**config.mk**
```make
export PLATFORM = sky130hd
export DESIGN_NAME = fwv_regs
export DESIGN_NICKNAME = d
export VERILOG_FILES = /design/src/rtl/fwv_pkg.sv /design/src/rtl/fwv_regs.sv
export SDC_FILE = /design/constraint.sdc
export NUM_CORES = 1
export LEC_CHECK = 0
export BUFFER_PORTS_ARGS = -buffer_cell sky130_fd_sc_hd__buf_2
export CORE_ASPECT_RATIO = 0.7
export CORE_MARGIN = 2
export CORE_UTILIZATION = 52
export CTS_BUF_LIST = sky130_fd_sc_hd__clkbuf_4 sky130_fd_sc_hd__clkbuf_8
export CTS_CLUSTER_SIZE = 16
export DETAILED_ROUTE_END_ITERATION = 10
export MAX_ROUTING_LAYER = met4
export PLACE_DENSITY = 0.81
export SKIP_CTS_REPAIR_TIMING = 1
export SLEW_MARGIN = 5
export SYNTH_ARGS = -nofsm -noshare
export SYNTH_HDL_FRONTEND = slang
export SYNTH_SLANG_ARGS = --single-unit
```
**constraint.sdc**
```tcl
create_clock -name clk -period 1.8 [get_ports clk]
set_input_delay 0.36 -clock clk [delete_from_list [all_inputs] [get_ports clk]]
set_output_delay 0.36 -clock clk [all_outputs]
set_load 0.1 [all_outputs]
```
**src/rtl/fwv_pkg.sv**
```systemverilog
// Shared types, widths and constants of the four-wheel velocity PID core.
`timescale 1ns / 1ps
`default_nettype none
package fwv_pkg;

  localparam int NumWheels = 4;
  localparam int WheelW    = 2;
  localparam int CountW    = 32;
  localparam int VelW      = 24;
  localparam int GainW     = 16;
  localparam int LimW      = 15;
  localparam int SptW      = 24;
  localparam int HtW       = 16;
  localparam int DutyW     = 16;
  localparam int SumW      = 32;
  localparam int CfgIdxW   = 3;
  localparam int CfgDataW  = 24;

  // Shared multiplier: 33-bit signed by 25-bit signed operand.
  localparam int MulAW = 33;
  localparam int MulBW = 25;
  localparam int ProdW = MulAW + MulBW;
  localparam int AccW  = 52;
  localparam int DqW   = AccW - 24;

  localparam int TermFrac  = 16;
  localparam int SpeedFrac = 8;
  localparam int DutyFrac  = 24;

  localparam logic [GainW-1:0] GainPReset = 16'd33280;
  localparam logic [GainW-1:0] GainIReset = 16'd10880;
  localparam logic [GainW-1:0] GainDReset = 16'd0;
  localparam logic [LimW-1:0]  LimReset   = 15'd155;
  localparam logic [SptW-1:0]  SptReset   = 24'd200847;
  localparam logic [HtW-1:0]   HtReset    = 16'd9149;

  typedef enum logic [CfgIdxW-1:0] {
    REG_GAIN_P         = 3'd0,
    REG_GAIN_I         = 3'd1,
    REG_GAIN_D         = 3'd2,
    REG_DUTY_LIMIT     = 3'd3,
    REG_SPEED_PER_TICK = 3'd4,
    REG_HALF_TRACK     = 3'd5
  } reg_idx_t;

  typedef struct packed {
    logic [GainW-1:0] gain_p;
    logic [GainW-1:0] gain_i;
    logic [GainW-1:0] gain_d;
    logic [LimW-1:0]  duty_limit;
    logic [SptW-1:0]  speed_per_tick;
    logic [HtW-1:0]   half_track;
  } cfg_t;

  typedef enum logic [3:0] {
    OP_NONE  = 4'd0,
    OP_LOAD  = 4'd1,
    OP_TERM  = 4'd2,
    OP_TGT   = 4'd3,
    OP_SPD   = 4'd4,
    OP_SPEED = 4'd5,
    OP_ERR   = 4'd6,
    OP_MP    = 4'd7,
    OP_MI    = 4'd8,
    OP_MD    = 4'd9,
    OP_ACC   = 4'd10,
    OP_DUTY  = 4'd11,
    OP_PUB   = 4'd12
  } op_t;

  typedef struct packed {
    op_t              op;
    logic [WheelW-1:0] wheel;
  } cmd_t;

  typedef struct packed {
    logic signed [CountW-1:0] count_a;
    logic signed [CountW-1:0] count_b;
    logic signed [CountW-1:0] count_c;
    logic signed [CountW-1:0] count_d;
    logic signed [VelW-1:0]   linear_target;
    logic signed [VelW-1:0]   angular_target;
  } tick_t;

  typedef struct packed {
    logic signed [DutyW-1:0] duty_a;
    logic signed [DutyW-1:0] duty_b;
    logic signed [DutyW-1:0] duty_c;
    logic signed [DutyW-1:0] duty_d;
    logic signed [VelW-1:0]  speed_a;
    logic signed [VelW-1:0]  speed_b;
    logic signed [VelW-1:0]  speed_c;
    logic signed [VelW-1:0]  speed_d;
  } res_t;

  // Saturate a wide signed value to the Q7.16 velocity range.
  function automatic logic signed [VelW-1:0] sat_vel(input logic signed [ProdW-1:0] v);
    logic [ProdW-VelW:0] top;
    logic signed [VelW-1:0] r;
    top = v[ProdW-1:VelW-1];
    if ((&top) || !(|top)) begin
      r = v[VelW-1:0];
    end else if (v[ProdW-1]) begin
      r = {1'b1, {(VelW-1){1'b0}}};
    end else begin
      r = {1'b0, {(VelW-1){1'b1}}};
    end
    return r;
  endfunction

  // Saturate a 33-bit sum to signed 32 bits.
  function automatic logic signed [SumW-1:0] sat_sum(input logic signed [SumW:0] v);
    logic signed [SumW-1:0] r;
    if (v[SumW] == v[SumW-1]) begin
      r = v[SumW-1:0];
    end else if (v[SumW]) begin
      r = {1'b1, {(SumW-1){1'b0}}};
    end else begin
      r = {1'b0, {(SumW-1){1'b1}}};
    end
    return r;
  endfunction

endpackage
`default_nettype wire

```
**src/rtl/fwv_regs.sv**
```systemverilog
// Configuration register bank of the four-wheel velocity PID core.
`timescale 1ns / 1ps
`default_nettype none
module fwv_regs (
  input  wire logic                          clk,
  input  wire logic                          rst,
  input  wire logic                          cfg_we,
  input  wire logic [fwv_pkg::CfgIdxW-1:0]   cfg_index,
  input  wire logic [fwv_pkg::CfgDataW-1:0]  cfg_data,
  output fwv_pkg::cfg_t                      cfg
);

  always_ff @(posedge clk) begin
    if (rst) begin
      cfg.gain_p         <= fwv_pkg::GainPReset;
      cfg.gain_i         <= fwv_pkg::GainIReset;
      cfg.gain_d         <= fwv_pkg::GainDReset;
      cfg.duty_limit     <= fwv_pkg::LimReset;
      cfg.speed_per_tick <= fwv_pkg::SptReset;
      cfg.half_track     <= fwv_pkg::HtReset;
    end else if (cfg_we) begin
      // Indexes past the last register are dropped.
      case (fwv_pkg::reg_idx_t'(cfg_index))
        fwv_pkg::REG_GAIN_P:         cfg.gain_p         <= cfg_data[fwv_pkg::GainW-1:0];
        fwv_pkg::REG_GAIN_I:         cfg.gain_i         <= cfg_data[fwv_pkg::GainW-1:0];
        fwv_pkg::REG_GAIN_D:         cfg.gain_d         <= cfg_data[fwv_pkg::GainW-1:0];
        fwv_pkg::REG_DUTY_LIMIT:     cfg.duty_limit     <= cfg_data[fwv_pkg::LimW-1:0];
        fwv_pkg::REG_SPEED_PER_TICK: cfg.speed_per_tick <= cfg_data[fwv_pkg::SptW-1:0];
        fwv_pkg::REG_HALF_TRACK:     cfg.half_track     <= cfg_data[fwv_pkg::HtW-1:0];
        default: ;
      endcase
    end
  end

endmodule
`default_nettype wire

```
==> run_results.csv <==
group,metric,value,unit
synthesis,synth_common_cells,"dfxtp_1 (103), mux2i_1 (103), nand2b_1 (97)",
final_layout,area_delta_synth_final,21.5,%
power,leakage,2.55,nW
final_layout,largest-register,"cfg",
sta,max-slew-margin-rel,60.2,%
final_layout,nets,542,
sta,worstMarginPinSlew,597,ps
place,dp_hpwl,7.08,mm
power,powerDensity,867,nW/um^2
worst_setup_path,start_kind,"flop",
power,clockPowerShare,30.0,%
clock_network,path_clk_slew,100,ps
die,coreArea,7800,sq um
power,power_frac_seq,53.9,%
worst_setup_path,rr_startpoint,"cfg[9]",
clock_network,clock-root-buffer,"clkbuf_8",
sta,maxSlewViolCount,0,
clock_network,cts_tree,"built",
clock_network,cts_buffers,9,
synthesis,synthesis.nets,417,
sta,fin_crit_sh,85.7,%
final_layout,fillers,663,
final_layout,antennaDiodeCount,0,
place,place.gp.congestion,0.751,
clock_network,clkSinkCount,103,
worst_setup_path,crit_arrival,1180,ps
power,sw_frac_of_total,30.9,%
synthesis,synth.area.top_cells,"dfxtp_1 (50%), mux2i_1 (25%), nand2b_1 (15%)",
worst_setup_path,slowest_stage,"buf_2",
synthesis,synth_top_cell_by_area,"dfxtp_1",
clock_network,clk_latency,360,ps
die,initial_core_util,53.2,%
routing,drc_errors,0,
hold_path,hp-class,"input port to flop",
power,power.total,4.37,mW
final_layout,drive_above_1_share,31.7,%
routing,initialDrtViolationCount,149,
final_layout,largest_register_ffs,103,
die,die_w,111,um
grt,grt_first_pass_wirelength,15.7,mm
sta,fin_worst_skew,0,ps
synthesis,yosys.area.top_type_share,49.7,%
clock_network,cts_max_path_buffers,2,
sta,setup_tns,0,ps
synthesis,yosysWarnings,0,
final_layout,reg.largest.list,"cfg: 103 flops",
final_layout,stdcell_area,5040,sq um
power,netSwitchingPower,1.35,mW
place,placedInstanceArea,4870,sq um
synthesis,syn_inst,387,
power,internal_power,3.02,mW
clock_network,htree_num_levels,3,
routing,wire_per_inst,15.7,um
sta,rsz0062_at_grt,"false",
routing,dr.pass1.iters,4,
grt,antenna_found_initial,0,
power,ir_drop,0.000437,V
grt,overflow,0,
worst_setup_path,cpLargestDelayFamily,"buffers and inverters",
worst_setup_path,endpoint_kind,"output pin",
worst_setup_path,crit_type,"flop to output pin",
die,num_rows,27,
synthesis,synthArstFlopShare,0,%
synthesis,syn_area,4150,sq um
worst_setup_path,worstPathRequired,1440,ps
worst_setup_path,crit_chain,"buf_2",
synthesis,ys.flop_type,"dfxtp_1",
synthesis,yosysSeqAreaShare,49.7,%
sta,setup_viol,0,
synthesis,avgSynthCellArea,10.7,sq um
grt,grt_max_degree,75,
die,die_h,78.7,um
sta,clock.fmax,648,MHz
die,io-pin-count,133,
die,dieArea,8720,sq um
routing,dr_total_vias,3142,
worst_setup_path,cp.buffers_inverters,1,
worst_setup_path,critPathMaxFanout,2,
grt,grt_usage,23.4,%
sta,hold_viol_final,0,
place,port_buffers,132,
hold_path,holdCritStartpoint,"cfg_data[17]",
synthesis,yosysUniqueCellTypes,15,
flow_run,maxCapViolCount,0,
sta,fin_crit,1540,ps
run_status,status,"complete, no violations",
worst_setup_path,cp-startpoint,"cfg[9]",
routing,ant_nets,0,
routing,via_per_inst,5.08,
worst_setup_path,slowest_delay,440,ps
routing,wirelength,9.69,mm
power,comb_power_share,16.1,%
grt,first_global_vias,3099,
synthesis,ys_seq_elements,103,
synthesis,synth_edf_count,0,
==> cell type report <==
type | instances | area (sq um) | area share, %
well taps | 101 | 126 | 2.51
flip-flops and latches | 103 | 2060 | 40.9
clock inverters | 6 | 43.8 | 0.869
multi-input cells | 254 | 1920 | 38.2
clock buffers | 10 | 131 | 2.61
repair buffers | 144 | 753 | 14.9
==> power groups by stage <==
stage               logic (mW)  clock network (mW)  registers [mW]
floorplan                0.206                   0            2.77
global placement         0.695                   0            2.41
detailed placement       0.706                   0            2.41
CTS                      0.707                1.35            2.36
global route             0.736                1.44            2.36
finish                   0.705                1.31            2.36
==> stage by stage <==
stage	utilization (%)	worst slack, ps	hold WS, ps	cells
floorplan	-	308	515	387
global placement	62.4	299	454	602
detailed placement	62.4	252	460	602
CTS	64.6	247	234	618
global route	64.6	212	238	618
finish	64.6	257	246	618
==> placed cells by master, fill, tap and decap left out <==
master | synthesis | layout
buf_2 | 10 | 131
nor4bb_1 | 1 | 1
clkinv_2 | 0 | 2
or4b_4 | 1 | 1
clkinv_4 | 0 | 1
nand4bb_1 | 3 | 3
and4bb_2 | 2 | 2
mux2i_1 | 103 | 103
nor2_1 | 43 | 43
nand4b_1 | 2 | 2
inv_6 | 0 | 2
clkinvlp_4 | 0 | 1
dfxtp_1 | 103 | 103
clkbuf_4 | 0 | 1
nand2b_1 | 97 | 97
clkbuf_8 | 0 | 9
nor4b_2 | 1 | 1
buf_4 | 0 | 13
and4b_1 | 1 | 1
==> worst paths after layout <==
path | endpoint | slack [ps] | cells past startpoint
max | cfg[9] | 260 | 1
min | cfg[33] | 250 | 3
max reg2reg | cfg[9] | 1120 | 2
min reg2reg | cfg[37] | 480 | 2
==> cell families after synthesis <==
family / after synthesis / share of synthesized area [%]
mux: 103 / 24.8
simple gates: 151 / 21.5
buf+inv: 30 / 3.95
flops: 103 / 49.7
==> layer usage <==
metal / wire [um] / track usage (%) / part of all wire, %
met1: 4840 / 31.3 / 50
met5: 0 / - / 0
met4: 59 / 4.00 / 0.61
met3: 590 / 7.10 / 6.1
met2: 4200 / 36.0 / 43
No activity file was read; power rests on OpenSTA's default activity.
