<file path="config.mk">
export PLATFORM = sky130hd
export DESIGN_NAME = fwv_ctrl
export DESIGN_NICKNAME = d
export VERILOG_FILES = /design/src/rtl/fwv_pkg.sv /design/src/rtl/fwv_ctrl.sv
export SDC_FILE = /design/constraint.sdc
export NUM_CORES = 1
export LEC_CHECK = 0
export ABC_AREA = 0
export BUFFER_PORTS_ARGS = -buffer_cell sky130_fd_sc_hd__buf_2
export CAP_MARGIN = 20
export CORE_MARGIN = 4
export CORE_UTILIZATION = 45
export DETAILED_ROUTE_END_ITERATION = 6
export PLACE_DENSITY = 0.7
export SETUP_SLACK_MARGIN = 0.15
export SLEW_MARGIN = 10
export SYNTH_ARGS = -nofsm -noshare
export SYNTH_HDL_FRONTEND = slang
export SYNTH_SLANG_ARGS = --single-unit
</file>
<file path="constraint.sdc">
create_clock -name clk -period 1.55 [get_ports clk]
set_input_delay 0.2325 -clock clk [delete_from_list [all_inputs] [get_ports clk]]
set_output_delay 0.2325 -clock clk [all_outputs]
set_load 0.02 [all_outputs]
</file>
<file path="src/rtl/fwv_pkg.sv">
// Shared types, widths and constants of the four-wheel velocity PID core.
`timescale 1ns / 1ps
`default_nettype none
package fwv_pkg;

  localparam int NumWheels = 4;
  localparam int WheelW    = 2;
  localparam int CountW    = 32;
  localparam int VelW      = 24;
  localparam int GainW     = 16;
  localparam int LimW      = 15;
  localparam int SptW      = 24;
  localparam int HtW       = 16;
  localparam int DutyW     = 16;
  localparam int SumW      = 32;
  localparam int CfgIdxW   = 3;
  localparam int CfgDataW  = 24;

  // Shared multiplier: 33-bit signed by 25-bit signed operand.
  localparam int MulAW = 33;
  localparam int MulBW = 25;
  localparam int ProdW = MulAW + MulBW;
  localparam int AccW  = 52;
  localparam int DqW   = AccW - 24;

  localparam int TermFrac  = 16;
  localparam int SpeedFrac = 8;
  localparam int DutyFrac  = 24;

  localparam logic [GainW-1:0] GainPReset = 16'd33280;
  localparam logic [GainW-1:0] GainIReset = 16'd10880;
  localparam logic [GainW-1:0] GainDReset = 16'd0;
  localparam logic [LimW-1:0]  LimReset   = 15'd155;
  localparam logic [SptW-1:0]  SptReset   = 24'd200847;
  localparam logic [HtW-1:0]   HtReset    = 16'd9149;

  typedef enum logic [CfgIdxW-1:0] {
    REG_GAIN_P         = 3'd0,
    REG_GAIN_I         = 3'd1,
    REG_GAIN_D         = 3'd2,
    REG_DUTY_LIMIT     = 3'd3,
    REG_SPEED_PER_TICK = 3'd4,
    REG_HALF_TRACK     = 3'd5
  } reg_idx_t;

  typedef struct packed {
    logic [GainW-1:0] gain_p;
    logic [GainW-1:0] gain_i;
    logic [GainW-1:0] gain_d;
    logic [LimW-1:0]  duty_limit;
    logic [SptW-1:0]  speed_per_tick;
    logic [HtW-1:0]   half_track;
  } cfg_t;

  typedef enum logic [3:0] {
    OP_NONE  = 4'd0,
    OP_LOAD  = 4'd1,
    OP_TERM  = 4'd2,
    OP_TGT   = 4'd3,
    OP_SPD   = 4'd4,
    OP_SPEED = 4'd5,
    OP_ERR   = 4'd6,
    OP_MP    = 4'd7,
    OP_MI    = 4'd8,
    OP_MD    = 4'd9,
    OP_ACC   = 4'd10,
    OP_DUTY  = 4'd11,
    OP_PUB   = 4'd12
  } op_t;

  typedef struct packed {
    op_t              op;
    logic [WheelW-1:0] wheel;
  } cmd_t;

  typedef struct packed {
    logic signed [CountW-1:0] count_a;
    logic signed [CountW-1:0] count_b;
    logic signed [CountW-1:0] count_c;
    logic signed [CountW-1:0] count_d;
    logic signed [VelW-1:0]   linear_target;
    logic signed [VelW-1:0]   angular_target;
  } tick_t;

  typedef struct packed {
    logic signed [DutyW-1:0] duty_a;
    logic signed [DutyW-1:0] duty_b;
    logic signed [DutyW-1:0] duty_c;
    logic signed [DutyW-1:0] duty_d;
    logic signed [VelW-1:0]  speed_a;
    logic signed [VelW-1:0]  speed_b;
    logic signed [VelW-1:0]  speed_c;
    logic signed [VelW-1:0]  speed_d;
  } res_t;

  // Saturate a wide signed value to the Q7.16 velocity range.
  function automatic logic signed [VelW-1:0] sat_vel(input logic signed [ProdW-1:0] v);
    logic [ProdW-VelW:0] top;
    logic signed [VelW-1:0] r;
    top = v[ProdW-1:VelW-1];
    if ((&top) || !(|top)) begin
      r = v[VelW-1:0];
    end else if (v[ProdW-1]) begin
      r = {1'b1, {(VelW-1){1'b0}}};
    end else begin
      r = {1'b0, {(VelW-1){1'b1}}};
    end
    return r;
  endfunction

  // Saturate a 33-bit sum to signed 32 bits.
  function automatic logic signed [SumW-1:0] sat_sum(input logic signed [SumW:0] v);
    logic signed [SumW-1:0] r;
    if (v[SumW] == v[SumW-1]) begin
      r = v[SumW-1:0];
    end else if (v[SumW]) begin
      r = {1'b1, {(SumW-1){1'b0}}};
    end else begin
      r = {1'b0, {(SumW-1){1'b1}}};
    end
    return r;
  endfunction

endpackage
`default_nettype wire

</file>
<file path="src/rtl/fwv_ctrl.sv">
// Controller: sequences the shared multiplier over the four wheels.
`timescale 1ns / 1ps
`default_nettype none
module fwv_ctrl (
  input  wire logic   clk,
  input  wire logic   rst,
  input  wire logic   tick_valid,
  output logic        tick_ready,
  output logic        res_valid,
  input  wire logic   res_ready,
  output fwv_pkg::cmd_t cmd
);

  typedef enum logic [11:0] {
    S_IDLE  = 12'b0000_0000_0001,
    S_TERM  = 12'b0000_0000_0010,
    S_TGT   = 12'b0000_0000_0100,
    S_SPD   = 12'b0000_0000_1000,
    S_SPEED = 12'b0000_0001_0000,
    S_ERR   = 12'b0000_0010_0000,
    S_MP    = 12'b0000_0100_0000,
    S_MI    = 12'b0000_1000_0000,
    S_MD    = 12'b0001_0000_0000,
    S_ACC   = 12'b0010_0000_0000,
    S_DUTY  = 12'b0100_0000_0000,
    S_PUB   = 12'b1000_0000_0000
  } state_t;

  state_t state, state_next;
  logic [fwv_pkg::WheelW-1:0] wheel, wheel_next;
  logic res_valid_next;
  logic pub_fire;

  assign tick_ready = (state == S_IDLE);
  // The result register can be refilled when empty or being drained.
  assign pub_fire   = (state == S_PUB) && (!res_valid || res_ready);

  always_comb begin
    state_next = state;
    wheel_next = wheel;
    cmd.op     = fwv_pkg::OP_NONE;
    cmd.wheel  = wheel;
    case (state)
      S_IDLE: begin
        if (tick_valid) begin
          cmd.op     = fwv_pkg::OP_LOAD;
          state_next = S_TERM;
        end
      end
      S_TERM: begin
        cmd.op     = fwv_pkg::OP_TERM;
        state_next = S_TGT;
      end
      S_TGT: begin
        cmd.op     = fwv_pkg::OP_TGT;
        state_next = S_SPD;
      end
      S_SPD: begin
        cmd.op     = fwv_pkg::OP_SPD;
        state_next = S_SPEED;
      end
      S_SPEED: begin
        cmd.op     = fwv_pkg::OP_SPEED;
        state_next = S_ERR;
      end
      S_ERR: begin
        cmd.op     = fwv_pkg::OP_ERR;
        state_next = S_MP;
      end
      S_MP: begin
        cmd.op     = fwv_pkg::OP_MP;
        state_next = S_MI;
      end
      S_MI: begin
        cmd.op     = fwv_pkg::OP_MI;
        state_next = S_MD;
      end
      S_MD: begin
        cmd.op     = fwv_pkg::OP_MD;
        state_next = S_ACC;
      end
      S_ACC: begin
        cmd.op     = fwv_pkg::OP_ACC;
        state_next = S_DUTY;
      end
      S_DUTY: begin
        cmd.op     = fwv_pkg::OP_DUTY;
        wheel_next = wheel + 1'b1;
        state_next = (wheel == 2'(fwv_pkg::NumWheels - 1)) ? S_PUB : S_SPD;
      end
      S_PUB: begin
        if (pub_fire) begin
          cmd.op     = fwv_pkg::OP_PUB;
          state_next = S_IDLE;
        end
      end
      default: begin
        state_next = S_IDLE;
        wheel_next = '0;
      end
    endcase
  end

  always_comb begin
    res_valid_next = res_valid;
    if (pub_fire) begin
      res_valid_next = 1'b1;
    end else if (res_ready) begin
      res_valid_next = 1'b0;
    end
  end

  always_ff @(posedge clk) begin
    if (rst) begin
      state     <= S_IDLE;
      wheel     <= '0;
      res_valid <= 1'b0;
    end else begin
      state     <= state_next;
      wheel     <= wheel_next;
      res_valid <= res_valid_next;
    end
  end

endmodule
`default_nettype wire

</file>
==> results by group <==
Synthesis
  • Synth top area cells: dfxtp_1, nor4_4, nor2_1, nor3_1, xnor2_1
  • Synth Register Bits: 15
  • Synth cell types: 40
  • Post-synth top area share: between 30% and 40%
  • Syn nets: 117
  • Post-synth top area cell: dfxtp_1
  • Post-synthesis cell area: 953 um2
  • Sequential share of the synthesized area: between 30% and 40%
  • Synthesized area per cell: ~8.5 um2
  • Synth warn: 0
  • Syn Inst Count: approximately 110

Routing
  • Vias/cell: 5.67
  • DR WL met2: 1730 um
  • Metal-1 WL: 1470 um
  • Wire per inst: 17.4 um
  • Drt pass-1 iters: 4
  • DRT Wirelength: 3350 um
  • Highest Signal Layer: met4
  • Residual DRC: 0
  • Post-route ant nets: 0
  • Via count: 1089
  • Met3 WL post-DR: around 100 um
  • Starting DRT DRC Count: 9

STA
  • Final Cycle Share: 124%
  • Slew Limit Fails: 0
  • Endpoints failing hold: 0
  • Worst-margin pin slew: 353 ps
  • Rel. slew slack: 76.3%
  • Setup WS post-layout: -371 ps
  • Setup violators final: 18
  • Hold WS: roughly 240 ps
  • Setup TNS Final: -3760 ps
  • Clock Skew: between 1 and 1.5 ps
  • RSZ-0062 raised after global routing: yes
  • Fmax: 521 MHz
  • Final min period: 1920 ps

Critical path
  • Crit path max-delay family: simple AND/OR/NAND/NOR gates
  • Crit-path max cell delay: 510 ps
  • Critical Path End Type: primary output
  • CP arrival: roughly 1700 ps
  • Slowest CP cell: or4b_4
  • WP data required: 1320 ps
  • Worst reg2reg setup slack: -290 ps
  • CP Max Fanout: 4
  • R2r startpoint: state[5]
  • Worst setup SP type: flip-flop
  • Reg2Reg Depth: 8
  • End of the worst register-to-register path: wheel[1]
  • Setup CP Type: flip-flop to primary output
  • Buf+Inv Stages, Crit Path: 2
  • Worst path cell trace: buf_4, or4b_4, nor2_4, a211o_1, buf_6

Final layout
  • Layout Utilization: 85.9%
  • Commonest non-fill, non-tap cell in the layout: buf_4
  • Most frequent cells in the layout: buf_4, buf_6, dfxtp_4
  • Area growth, synth to finish: 78.6%
  • N_diodes: 0
  • Fraction of layout cells with a size suffix above 1: 72.1%
  • Post-layout net count: about 170
  • Final Instance Area: 0.00170 mm2

CTS
  • CTS H-Tree Depth: 1
  • Clk_lat worst skew: 280 ps
  • Clock slew at reported path FFs: 90 ps
  • Clock buffer depth: 2
  • Clock Sinks: 15
  • Root buffer cell: clkbuf_4
  • Number of hold buffers added after cts: 0
  • CTS tree: yes
  • CTS Buf Count: 3

Global route
  • GRT overflow: 0
  • Largest net degree at the start of global routing: 10
  • Number of global-route vias before repair: 1043
  • Initial antenna violation count: 0
  • First-pass GRT wire length: 4800 um
  • GRT Util Overall: 23.1%

Die
  • Die width: 54.0 um
  • Die H: ~54 um
  • Die footprint: 0.00292 mm2
  • CORE AREA: 0.00198 mm2
  • Row count: 16
  • I/O pin total: 12
  • Initial core utilization: 48.1%

Placement
  • Dpl ws: -210 ps
  • Final HPWL DP: 2010 um
  • Cell Area, Placed: 0.00129 mm2
  • Gpl congestion: 0.801
  • # port buffers: 11

Status
  • Status: complete, but fails checks
  • Violated checks: negative setup slack

Worst hold path
  • Hold Crit Start: tick_valid
  • Hold Crit Depth: 2
  • Hold Crit Class: input port to flip-flop
  • Hold Crit Endpoint: state[1]

Power and ir drop
  • Worst vdd ir: approximately 540 uV
  • Power Density: 490 mW/mm2
  • Lkg Pwr: 0.000704 uW

Job
  • MaxCap Viol Count: 0
-- cell type report --
class | count | area (um2)
multi-input cells | 87 | 836
repair buffers | 56 | 458
flip-flops and latches | 15 | 338
fillers | 107 | 279
well taps | 27 | 33.8
clock buffers | 4 | 26.3
inverters | 3 | 11.3
-- state kept, by name, summed over array words and instances (netlist names) --
register and flops:
res_valid 1, wheel 2, state 12
-- synthesized netlist by cell type, drive strengths merged --
| cell | instances |
|---|---|
| a311o | 1 |
| o22ai | 1 |
| nor4b | 3 |
| nand4 | 1 |
| xor2 | 2 |
| inv | 3 |
| a211o | 1 |
| mux2i | 1 |
| o21ai | 4 |
| a32o | 1 |
| a21oi | 2 |
| clkbuf | 3 |
| a221o | 1 |
| nand2b | 3 |
| ha | 1 |
| nor4 | 9 |
| nand2 | 12 |
| nor3b | 2 |
| nor3 | 8 |
| nor2 | 12 |
| a32oi | 2 |
| nor2b | 2 |
| or3b | 1 |
| xnor2 | 4 |
| o41ai | 1 |
| dfxtp | 15 |
| and2 | 1 |
| or4b | 3 |
| buf | 5 |
| a22o | 1 |
| nand3 | 4 |
| or2 | 2 |
-- per-layer routing --
layer	up-vias	global-route usage, %
met1	538	29.2
met3	6	3.60
met4	0	7.47
met5	-	0
li1	520	-
met2	25	39.7
-- how the worst max path moves through the flow --
stage	end	slack [ps]	cells after the start	start
final	cmd[3]	-370	5	state[11]
after global routing	cmd[2]	-440	6	state[0]
after CTS	cmd[3]	-360	5	state[11]
after detailed placement	cmd[5]	-210	5	state[5]
after global placement	cmd[5]	-180	5	state[5]
after floorplan	cmd[2]	-130	5	state[11]
-- power by group --
| group | switching, uW | internal [uW] |
|---|---|---|
| Sequential | 10.0 | 377 |
| Combinational | 118 | 103 |
| Clock | 126 | 99.9 |
-- repair_timing --
item | 4_1_cts | 5_1_grt
pin swaps | 5 | 11
resized for setup | 45 | 30
cloned | 0 | 1
setup endpoints to repair | 19 | 19
setup buffers | 9 | 4
-- logic make-up after synthesis --
| kind of cell | after synthesis | synth area share [%] |
|---|---|---|
| fa+ha+maj | 1 | 1.31 |
| xor+xnor | 6 | 5.51 |
| compound gates | 15 | 11.7 |
| mux | 1 | 1.05 |
| buf+inv | 11 | 5.51 |
| simple gates | 63 | 43.4 |
| flops | 15 | 31.5 |
-- metrics by stage --
step	cells	total power, uW
after floorplan	112	500
after global placement	174	564
after detailed placement	174	568
after CTS	187	799
after global routing	192	876
final	192	834
(Power assumes the default switching activity.)
